## src/design/b32mul_pkg.sv

```systemverilog
// ----------------------------------------------------------------------------
// b32mul_pkg
// Shared types for the binary32 multiplier: the operand class that travels
// down the pipeline beside the datapath.
// ----------------------------------------------------------------------------
package b32mul_pkg;

  typedef enum logic [1:0] {
    CLS_FINITE,
    CLS_ZERO,
    CLS_INF,
    CLS_NAN
  } cls_t;

endpackage

```

## src/design/binary32_multiply.sv

```systemverilog
// ----------------------------------------------------------------------------
// binary32_multiply
// Pipelined IEEE 754 multiplier with round to nearest even.
// ----------------------------------------------------------------------------
// The block takes one operand pair per clock while in_stall is low and returns
// the products in request order. The five register stages are:
// unpack and normalize, partial products, product sum and alignment,
// denormalize, and round and pack. Each stage holds its request until the
// next stage has room, so bubbles close up under a stall. NaN results are
// always the canonical quiet NaN. The block has no configuration and keeps
// no state between requests.
module binary32_multiply #(
  parameter int EXP_WIDTH  = 8,
  parameter int FRAC_WIDTH = 23
) (
  input  logic                              clk,
  input  logic                              rst_n,
  input  logic                              in_valid,
  output logic                              in_stall,
  input  logic [EXP_WIDTH+FRAC_WIDTH:0]     in_operand_a,
  input  logic [EXP_WIDTH+FRAC_WIDTH:0]     in_operand_b,
  output logic                              out_valid,
  input  logic                              out_stall,
  output logic [EXP_WIDTH+FRAC_WIDTH:0]     out_product_word
);

  localparam int E    = EXP_WIDTH;
  localparam int F    = FRAC_WIDTH;
  localparam int M    = F + 1;
  localparam int H    = (M + 1) / 2;
  localparam int LH   = M - H;
  localparam int PW   = 2 * M;
  localparam int XW   = E + 3;
  localparam int SW   = M + 3;
  localparam int SHW  = $clog2(SW + 1);
  localparam int LZW  = $clog2(M);
  localparam int BIAS = (1 << (E - 1)) - 1;
  localparam int FW   = E + F + 1;
  localparam logic [E-1:0] EXP_ONES = '1;

  // Stage enables: a stage loads when it is empty or its successor loads.
  logic en1, en2, en3, en4, en5;
  logic v1_r, v2_r, v3_r, v4_r, v5_r;

  assign en5      = !v5_r || !out_stall;
  assign en4      = !v4_r || en5;
  assign en3      = !v3_r || en4;
  assign en2      = !v2_r || en3;
  assign en1      = !v1_r || en2;
  assign in_stall = !en1;

  // --------------------------------------------------------------------------
  // Stage 1: unpack, classify, normalize subnormal significands.
  // --------------------------------------------------------------------------
  logic               sa, sb;
  logic [E-1:0]       ea_raw, eb_raw;
  logic [F-1:0]       fa, fb;
  logic [M-1:0]       ma, mb;
  logic [LZW-1:0]     lza, lzb;
  b32mul_pkg::cls_t   cls1_nxt;
  logic [M-1:0]       ma1_nxt, mb1_nxt;
  logic signed [XW-1:0] ea1_nxt, eb1_nxt;

  assign sa     = in_operand_a[E+F];
  assign sb     = in_operand_b[E+F];
  assign ea_raw = in_operand_a[E+F-1:F];
  assign eb_raw = in_operand_b[E+F-1:F];
  assign fa     = in_operand_a[F-1:0];
  assign fb     = in_operand_b[F-1:0];
  assign ma     = {ea_raw != '0, fa};
  assign mb     = {eb_raw != '0, fb};

  always_comb begin
    lza = '0;
    lzb = '0;
    for (int i = 0; i < M; i++) begin
      if (ma[i]) begin
        lza = LZW'(M - 1 - i);
      end
      if (mb[i]) begin
        lzb = LZW'(M - 1 - i);
      end
    end
    ma1_nxt = ma << lza;
    mb1_nxt = mb << lzb;
    ea1_nxt = ((ea_raw == '0) ? XW'(1) : $signed({3'b000, ea_raw}))
              - $signed({{(XW - LZW){1'b0}}, lza});
    eb1_nxt = ((eb_raw == '0) ? XW'(1) : $signed({3'b000, eb_raw}))
              - $signed({{(XW - LZW){1'b0}}, lzb});
  end

  always_comb begin
    logic nan_a, nan_b, inf_a, inf_b, zero_a, zero_b;
    nan_a  = (ea_raw == EXP_ONES) && (fa != '0);
    nan_b  = (eb_raw == EXP_ONES) && (fb != '0);
    inf_a  = (ea_raw == EXP_ONES) && (fa == '0);
    inf_b  = (eb_raw == EXP_ONES) && (fb == '0);
    zero_a = (ea_raw == '0) && (fa == '0);
    zero_b = (eb_raw == '0) && (fb == '0);
    priority if (nan_a || nan_b) begin
      cls1_nxt = b32mul_pkg::CLS_NAN;
    end else if (inf_a || inf_b) begin
      cls1_nxt = (zero_a || zero_b) ? b32mul_pkg::CLS_NAN : b32mul_pkg::CLS_INF;
    end else if (zero_a || zero_b) begin
      cls1_nxt = b32mul_pkg::CLS_ZERO;
    end else begin
      cls1_nxt = b32mul_pkg::CLS_FINITE;
    end
  end

  b32mul_pkg::cls_t     cls1_r, cls2_r, cls3_r, cls4_r;
  logic                 s1_r, s2_r, s3_r, s4_r;
  logic [M-1:0]         ma1_r, mb1_r;
  logic signed [XW-1:0] ea1_r, eb1_r;

  always_ff @(posedge clk) begin
    if (en1) begin
      cls1_r <= cls1_nxt;
      s1_r   <= sa ^ sb;
      ma1_r  <= ma1_nxt;
      mb1_r  <= mb1_nxt;
      ea1_r  <= ea1_nxt;
      eb1_r  <= eb1_nxt;
    end
  end

  // --------------------------------------------------------------------------
  // Stage 2: four half-width partial products, exponent sum.
  // --------------------------------------------------------------------------
  logic [2*H-1:0]       pll_nxt;
  logic [H+LH-1:0]      plh_nxt, phl_nxt;
  logic [2*LH-1:0]      phh_nxt;
  logic signed [XW-1:0] er2_nxt;

  assign pll_nxt = ma1_r[H-1:0] * mb1_r[H-1:0];
  assign plh_nxt = ma1_r[H-1:0] * mb1_r[M-1:H];
  assign phl_nxt = ma1_r[M-1:H] * mb1_r[H-1:0];
  assign phh_nxt = ma1_r[M-1:H] * mb1_r[M-1:H];
  assign er2_nxt = ea1_r + eb1_r - XW'(BIAS);

  logic [2*H-1:0]       pll_r;
  logic [H+LH-1:0]      plh_r, phl_r;
  logic [2*LH-1:0]      phh_r;
  logic signed [XW-1:0] er2_r;

  always_ff @(posedge clk) begin
    if (en2) begin
      cls2_r <= cls1_r;
      s2_r   <= s1_r;
      pll_r  <= pll_nxt;
      plh_r  <= plh_nxt;
      phl_r  <= phl_nxt;
      phh_r  <= phh_nxt;
      er2_r  <= er2_nxt;
    end
  end

  // --------------------------------------------------------------------------
  // Stage 3: sum partial products, align the leading one, collect sticky.
  // --------------------------------------------------------------------------
  logic [PW-1:0]        prod, norm;
  logic [SW-1:0]        sig3_nxt;
  logic signed [XW-1:0] er3_nxt;

  assign prod = (PW'(phh_r) << (2 * H)) + ((PW'(plh_r) + PW'(phl_r)) << H) + PW'(pll_r);
  assign norm = prod[PW-1] ? prod : (prod << 1);
  assign sig3_nxt = {norm[PW-1 -: M+2], |norm[M-3:0]};
  assign er3_nxt  = er2_r + (prod[PW-1] ? XW'(1) : XW'(0));

  logic [SW-1:0]        sig3_r;
  logic signed [XW-1:0] er3_r;

  always_ff @(posedge clk) begin
    if (en3) begin
      cls3_r <= cls2_r;
      s3_r   <= s2_r;
      sig3_r <= sig3_nxt;
      er3_r  <= er3_nxt;
    end
  end

  // --------------------------------------------------------------------------
  // Stage 4: shift tiny results into subnormal position, keeping sticky.
  // --------------------------------------------------------------------------
  logic signed [XW-1:0] gap;
  logic [SHW-1:0]       amt;
  logic [SW-1:0]        shifted, lost_mask;
  logic [SW-1:0]        sig4_nxt;
  logic signed [XW-1:0] er4_nxt;

  assign gap       = XW'(1) - er3_r;
  assign amt       = gap[SHW-1:0];
  assign shifted   = sig3_r >> amt;
  assign lost_mask = ~({SW{1'b1}} << amt);

  always_comb begin
    sig4_nxt = sig3_r;
    er4_nxt  = er3_r;
    if (er3_r <= XW'(0)) begin
      er4_nxt = '0;
      if (gap >= XW'(SW)) begin
        sig4_nxt = {{(SW - 1){1'b0}}, |sig3_r};
      end else begin
        sig4_nxt = {shifted[SW-1:1], shifted[0] | (|(sig3_r & lost_mask))};
      end
    end
  end

  logic [SW-1:0]        sig4_r;
  logic signed [XW-1:0] er4_r;

  always_ff @(posedge clk) begin
    if (en4) begin
      cls4_r <= cls3_r;
      s4_r   <= s3_r;
      sig4_r <= sig4_nxt;
      er4_r  <= er4_nxt;
    end
  end

  // --------------------------------------------------------------------------
  // Stage 5: round to nearest even, overflow check, pack.
  // --------------------------------------------------------------------------
  logic [M-1:0]            rnd;
  logic [2:0]              rem;
  logic                    up;
  logic [M:0]              r1, r2;
  logic signed [XW-1:0]    er5;
  logic [FW-1:0]           field;
  logic [E+F:0]            word_nxt;

  assign rnd = sig4_r[SW-1:3];
  assign rem = sig4_r[2:0];
  assign up  = (rem > 3'd4) || ((rem == 3'd4) && rnd[0]);
  assign r1  = {1'b0, rnd} + (M+1)'(up);

  always_comb begin
    r2  = r1;
    er5 = er4_r;
    if ((er4_r > XW'(0)) && r1[M]) begin
      r2  = r1 >> 1;
      er5 = er4_r + XW'(1);
    end
    field = ((er5 == XW'(0)) ? FW'(0) : (FW'($unsigned(er5 - XW'(1))) << F)) + FW'(r2);
    unique case (cls4_r)
      b32mul_pkg::CLS_NAN:    word_nxt = {1'b0, EXP_ONES, 1'b1, {(F - 1){1'b0}}};
      b32mul_pkg::CLS_INF:    word_nxt = {s4_r, EXP_ONES, {F{1'b0}}};
      b32mul_pkg::CLS_ZERO:   word_nxt = {s4_r, {(E + F){1'b0}}};
      b32mul_pkg::CLS_FINITE: begin
        if (er5 >= $signed({3'b000, EXP_ONES})) begin
          word_nxt = {s4_r, EXP_ONES, {F{1'b0}}};
        end else begin
          word_nxt = {s4_r, field[E+F-1:0]};
        end
      end
      default:                word_nxt = {1'b0, EXP_ONES, 1'b1, {(F - 1){1'b0}}};
    endcase
  end

  logic [E+F:0] word_r;

  always_ff @(posedge clk) begin
    if (en5) begin
      word_r <= word_nxt;
    end
  end

  // Valid bits.
  always_ff @(posedge clk) begin
    if (!rst_n) begin
      v1_r <= 1'b0;
      v2_r <= 1'b0;
      v3_r <= 1'b0;
      v4_r <= 1'b0;
      v5_r <= 1'b0;
    end else begin
      if (en1) begin
        v1_r <= in_valid;
      end
      if (en2) begin
        v2_r <= v1_r;
      end
      if (en3) begin
        v3_r <= v2_r;
      end
      if (en4) begin
        v4_r <= v3_r;
      end
      if (en5) begin
        v5_r <= v4_r;
      end
    end
  end

  assign out_valid        = v5_r;
  assign out_product_word = word_r;

  // --------------------------------------------------------------------------
  // Assertions
  // --------------------------------------------------------------------------
  a_accept_enters: assert property (@(posedge clk) disable iff (!rst_n)
    in_valid && !in_stall |=> v1_r)
    else $error("accepted request did not enter the first stage");

  a_norm_a: assert property (@(posedge clk) disable iff (!rst_n)
    v1_r && (cls1_r == b32mul_pkg::CLS_FINITE) |-> ma1_r[M-1] && mb1_r[M-1])
    else $error("significand not normalized in the first stage");

  a_sig_top: assert property (@(posedge clk) disable iff (!rst_n)
    v3_r && (cls3_r == b32mul_pkg::CLS_FINITE) |-> sig3_r[SW-1])
    else $error("aligned product lost its leading one");

  a_hold_stage4: assert property (@(posedge clk) disable iff (!rst_n)
    v4_r && !en4 |=> v4_r && $stable(sig4_r))
    else $error("blocked stage four changed its request");

endmodule

```

## config.mk

```make
export PLATFORM = sky130hd
export DESIGN_NAME = binary32_multiply
export DESIGN_NICKNAME = d
export VERILOG_FILES = /design/src/design/b32mul_pkg.sv /design/src/design/binary32_multiply.sv
export SDC_FILE = /design/constraint.sdc
export NUM_CORES = 2
export LEC_CHECK = 0
export BUFFER_PORTS_ARGS = -buffer_cell sky130_fd_sc_hd__buf_2
export CAP_MARGIN = 20
export CORE_MARGIN = 1
export CORE_UTILIZATION = 45
export DETAILED_ROUTE_END_ITERATION = 10
export PLACE_DENSITY_LB_ADDON = 0.3
export SETUP_SLACK_MARGIN = 0.3
export SYNTH_ARGS = -nofsm -noshare
export SYNTH_HDL_FRONTEND = slang
export SYNTH_SLANG_ARGS = --single-unit
```

## constraint.sdc

```tcl
create_clock -name clk -period 18.1 [get_ports clk]
set_clock_uncertainty 0.2 [all_clocks]
set_input_delay 0 -clock clk [delete_from_list [all_inputs] [get_ports clk]]
set_output_delay 0 -clock clk [all_outputs]
set_load 0.005 [all_outputs]
```

==> flow_summary.toml <==
[status]
status = "finished clean"

[clock_tree]
cts_setup_buffers = 0
clk_path_buf_depth = 3
clkTransAtPathRegs_ns = 0.05
clkLatencyLatePin_ns = 0.61
cts_root_buffer = "clkbuf_16"
tritoncts = "done"
htreeDepth = 2
clock-sinks = 298
numCtsBuffers = 40
postCtsResizedCells = 0
ctsHoldBuffers = 99

[detailed_routing]
firstDrtPassIters = 6
wl_per_cell_um = 17.5
ant_nets = 0
via_per_inst = 5.49
drt_iter0_drc = 1702
drt_wl_total_mm = 91.6
drc = 0
num_vias = 28800

[grt]
grt_pass1_wl_mm = 153
antenna_found_initial = 2
grt_pass1_vias = 29800
gr-total-overflow = 0
grt_max_degree = 74
track_usage_pct = 22.4

[timing]
report.final.setup_viol = 0
whs_ns = 0.0416
tightest_slew_ns = 1.10
timing.fmax_ghz = 0.151
min_period_over_period_pct = 36.6
slew_headroom_pct = 26.8
rsz0062_at_grt = "no"
timing_hold_violations_final = 0
period_needed_ns = 6.63
timing.final.max_slew_violations = 0
fin_tns_setup_ns = 0

[setup_path]
worstPathMaxFanout = 24
cp_top_family = "adder cells"
required_ns = 18.23
r2r_slack_ns = 11.47
cp_cell_sequence = "nand2_1 > fa_1 > inv_1 > fa_1 > inv_1 > fa_1 > inv_1 > fa_1 > fa_1 > ha_1 > or2_2 > nor2_1 > o21ai_0 > a21oi_1 > nand2_1 > a31o_2 > or4_1 > a31o_2 > a21oi_1 > xnor2_1"
cp-end-kind = "register"
critPathMostFrequentCell = "fa_1"
reg2reg_depth = 20
r2r_end = "phh_r[23]$_DFFE_PP_"
worstPathArrival_ns = 6.75
crit_buf_inv = 3
path_class = "register to register"
cp_slowest_cell = "edfxtp_1"
start_kind = "register"
slowest_delay_ns = 1.00
rr_startpoint = "ma1_r[17]$_DFFE_PN_"

[final_layout]
layout_commonest_cell = "nand2_1"
layout.nets = 4938
area_delta_synth_final_pct = 10.2
n_antenna_cell = 0
layout_common_cells = "584 x nand2_1, 545 x inv_1, 404 x fa_1"
fill_cells = 7641
drive_gt1_share_pct = 7.25
stdcell_area_sq_um = 41300

[pwr]
switchingPower_mw = 3.84
power_frac_seq_pct = 19.0
internal_power_mw = 4.11
ir_drop_uv = 116
finalPower_mw = 7.95
pwr-share-comb_pct = 71.1
leakagePower_nw = 19.2
switching_share_pct = 48.3
power_density_nw_per_um2 = 193
p_clk_share_pct = 9.9

[synthesis]
ys_ff_latch = 298
async_reset_ff_share_pct = 0
ys_seq_area_share_pct = 23.8
yosysWarnings = 0
synth_ff_type = "edfxtp_1"
synthCells = 4021
syn_nets = 4823
synth.distinct_cells = 98
synth_edf_count = 293
synth.cell_area_sq_um = 37400
syn_avg_cell_area_sq_um = 9.31

[die]
io_pins = 102
core_region_area_sq_um = 82200
rows = 105
initial_core_util_pct = 45.5
die_x_um = 290
dieArea_sq_um = 84400
die_height_um = 290

[place]
placed_area_sq_um = 38900
globalplace.congestion = 0.934
io_buffers = 101
dpl.hpwl_mm = 69.3

[worst_hold_path]
hold_end = "mb1_r[7]$_SDFFCE_PP0N_"
holdCritPathClass = "input port to register"
whs_path_depth = 5
hold_path_startpoint = "in_operand_b[2]"

[job]
cap_violations = 0
==> synth_stat cells, types with 13 or more instances <==
master,instances,share of area (%)
nand2b_1,27,0.45
nor2b_1,38,0.63
and2_1,213,3.6
nand2_1,585,5.9
a21oi_1,183,2.4
edfxtp_1,293,23
o21bai_1,13,0.26
nand4_1,19,0.32
nor3_1,60,0.80
or3_1,22,0.37
nor4_1,25,0.42
inv_1,545,5.5
nand3_1,66,0.88
o31ai_1,29,0.58
a21o_1,32,0.64
buf_2,16,0.21
o21a_1,31,0.62
mux2_2,17,0.51
a31oi_1,21,0.35
and3_1,31,0.52
or2_2,19,0.32
ha_1,330,11
o211ai_1,21,0.42
mux2i_1,114,3.0
xnor2_1,115,2.7
fa_1,404,22
a211oi_1,24,0.48
nor2_1,193,1.9
xor2_1,60,1.4
mux4_2,14,0.84
a22oi_1,15,0.30
clkbuf_1,141,1.4
o21ai_0,118,1.6
==> how the worst max path moves through the flow <==
| stage | start | endpoint | slack [ns] | cells after the start |
|---|---|---|---|---|
| global placement | mb1_r[17]$_DFFE_PN_ | phh_r[23]$_DFFE_PP_ | 11.50 | 20 |
| CTS | ma1_r[17]$_DFFE_PN_ | phh_r[23]$_DFFE_PP_ | 11.48 | 20 |
| floorplan | mb1_r[17]$_DFFE_PN_ | phh_r[23]$_DFFE_PP_ | 12.22 | 21 |
| finish | ma1_r[17]$_DFFE_PN_ | phh_r[23]$_DFFE_PP_ | 11.47 | 20 |
| detailed placement | ma1_r[17]$_DFFE_PN_ | phh_r[23]$_DFFE_PP_ | 11.49 | 20 |
| global route | ma1_r[17]$_DFFE_PN_ | phh_r[23]$_DFFE_PP_ | 11.10 | 20 |
==> per-stage QoR <==
step / cells / utilization, % / worst slack [ns]
after detailed placement: 5063 / 47.3 / 11.49
after global placement: 5063 / 47.3 / 11.50
after floorplan: 4021 / - / 12.22
after CTS: 5234 / 50.2 / 11.48
final: 5236 / 50.2 / 11.47
after global routing: 5236 / 50.2 / 11.10
==> worst reg2reg max path: stages (launching register included) <==
cell	delay (ns)
edfxtp_1	1.00
nand2_1	0.19
fa_1	0.57
inv_1	0.05
fa_1	0.50
inv_1	0.05
fa_1	0.47
inv_1	0.05
fa_1	0.50
fa_1	0.49
ha_1	0.23
or2_2	0.28
nor2_1	0.08
o21ai_0	0.15
a21oi_1	0.29
nand2_1	0.13
a31o_2	0.23
or4_1	0.42
a31o_2	0.25
a21oi_1	0.16
xnor2_1	0.08
==> power by group through the flow <==
stage / sequential [mW] / clock [mW] / combinational (mW)
final: 1.51 / 0.786 / 5.65
after floorplan: 1.38 / 0 / 4.35
after global routing: 1.54 / 0.830 / 6.39
after CTS: 1.51 / 0.805 / 5.64
after detailed placement: 1.52 / 0 / 5.58
after global placement: 1.52 / 0 / 5.53
==> cell families (layout without fill, tap and decap cells) <==
group	after synthesis	count (layout)	synth area share, %
flip-flops	298	298	23.8
other	1	1	0.0100
AND/OR/NAND/NOR	1343	1343	17.3
adder cells (fa/ha/maj)	736	736	32.7
AO/OA/AOI/OAI	604	604	10.4
XOR/XNOR	175	175	4.09
multiplexers	146	146	4.44
buffers and inverters	718	863	7.35
==> layout make-up <==
type,count,area [sq um],share of cell area [%]
Timing Repair Buffer,244,1830,4.44
Clock buffer,46,1030,2.50
Sequential cell,298,8900,21.6
Inverter,547,2050,4.97
Multi-Input combinational cell,3005,25800,62.6
Clock inverter,26,292,0.706
Tap cell,1070,1340,3.24
==> registers in the layout (all words and copies together) (netlist names), 2 cells and up <==
register,cells
phh_r,24
phl_r,24
mb1_r,24
ma1_r,24
ea1_r,9
plh_r,24
cls2_r,2
eb1_r,9
pll_r,24
cls4_r,2
sig3_r,27
cls1_r,2
er4_r,11
out_product_word,32
er2_r,11
cls3_r,2
er3_r,11
sig4_r,27
==> per-layer routing <==
metal	vias up	global-route usage, %	share of wire [%]
met2	701	39.0	48
met5	-	0	0.011
li1	13700	-	-
met4	2	6.78	2.8
met3	165	3.27	5.0
met1	14200	28.6	44
Note: power is estimated with default switching activity, not from simulation.
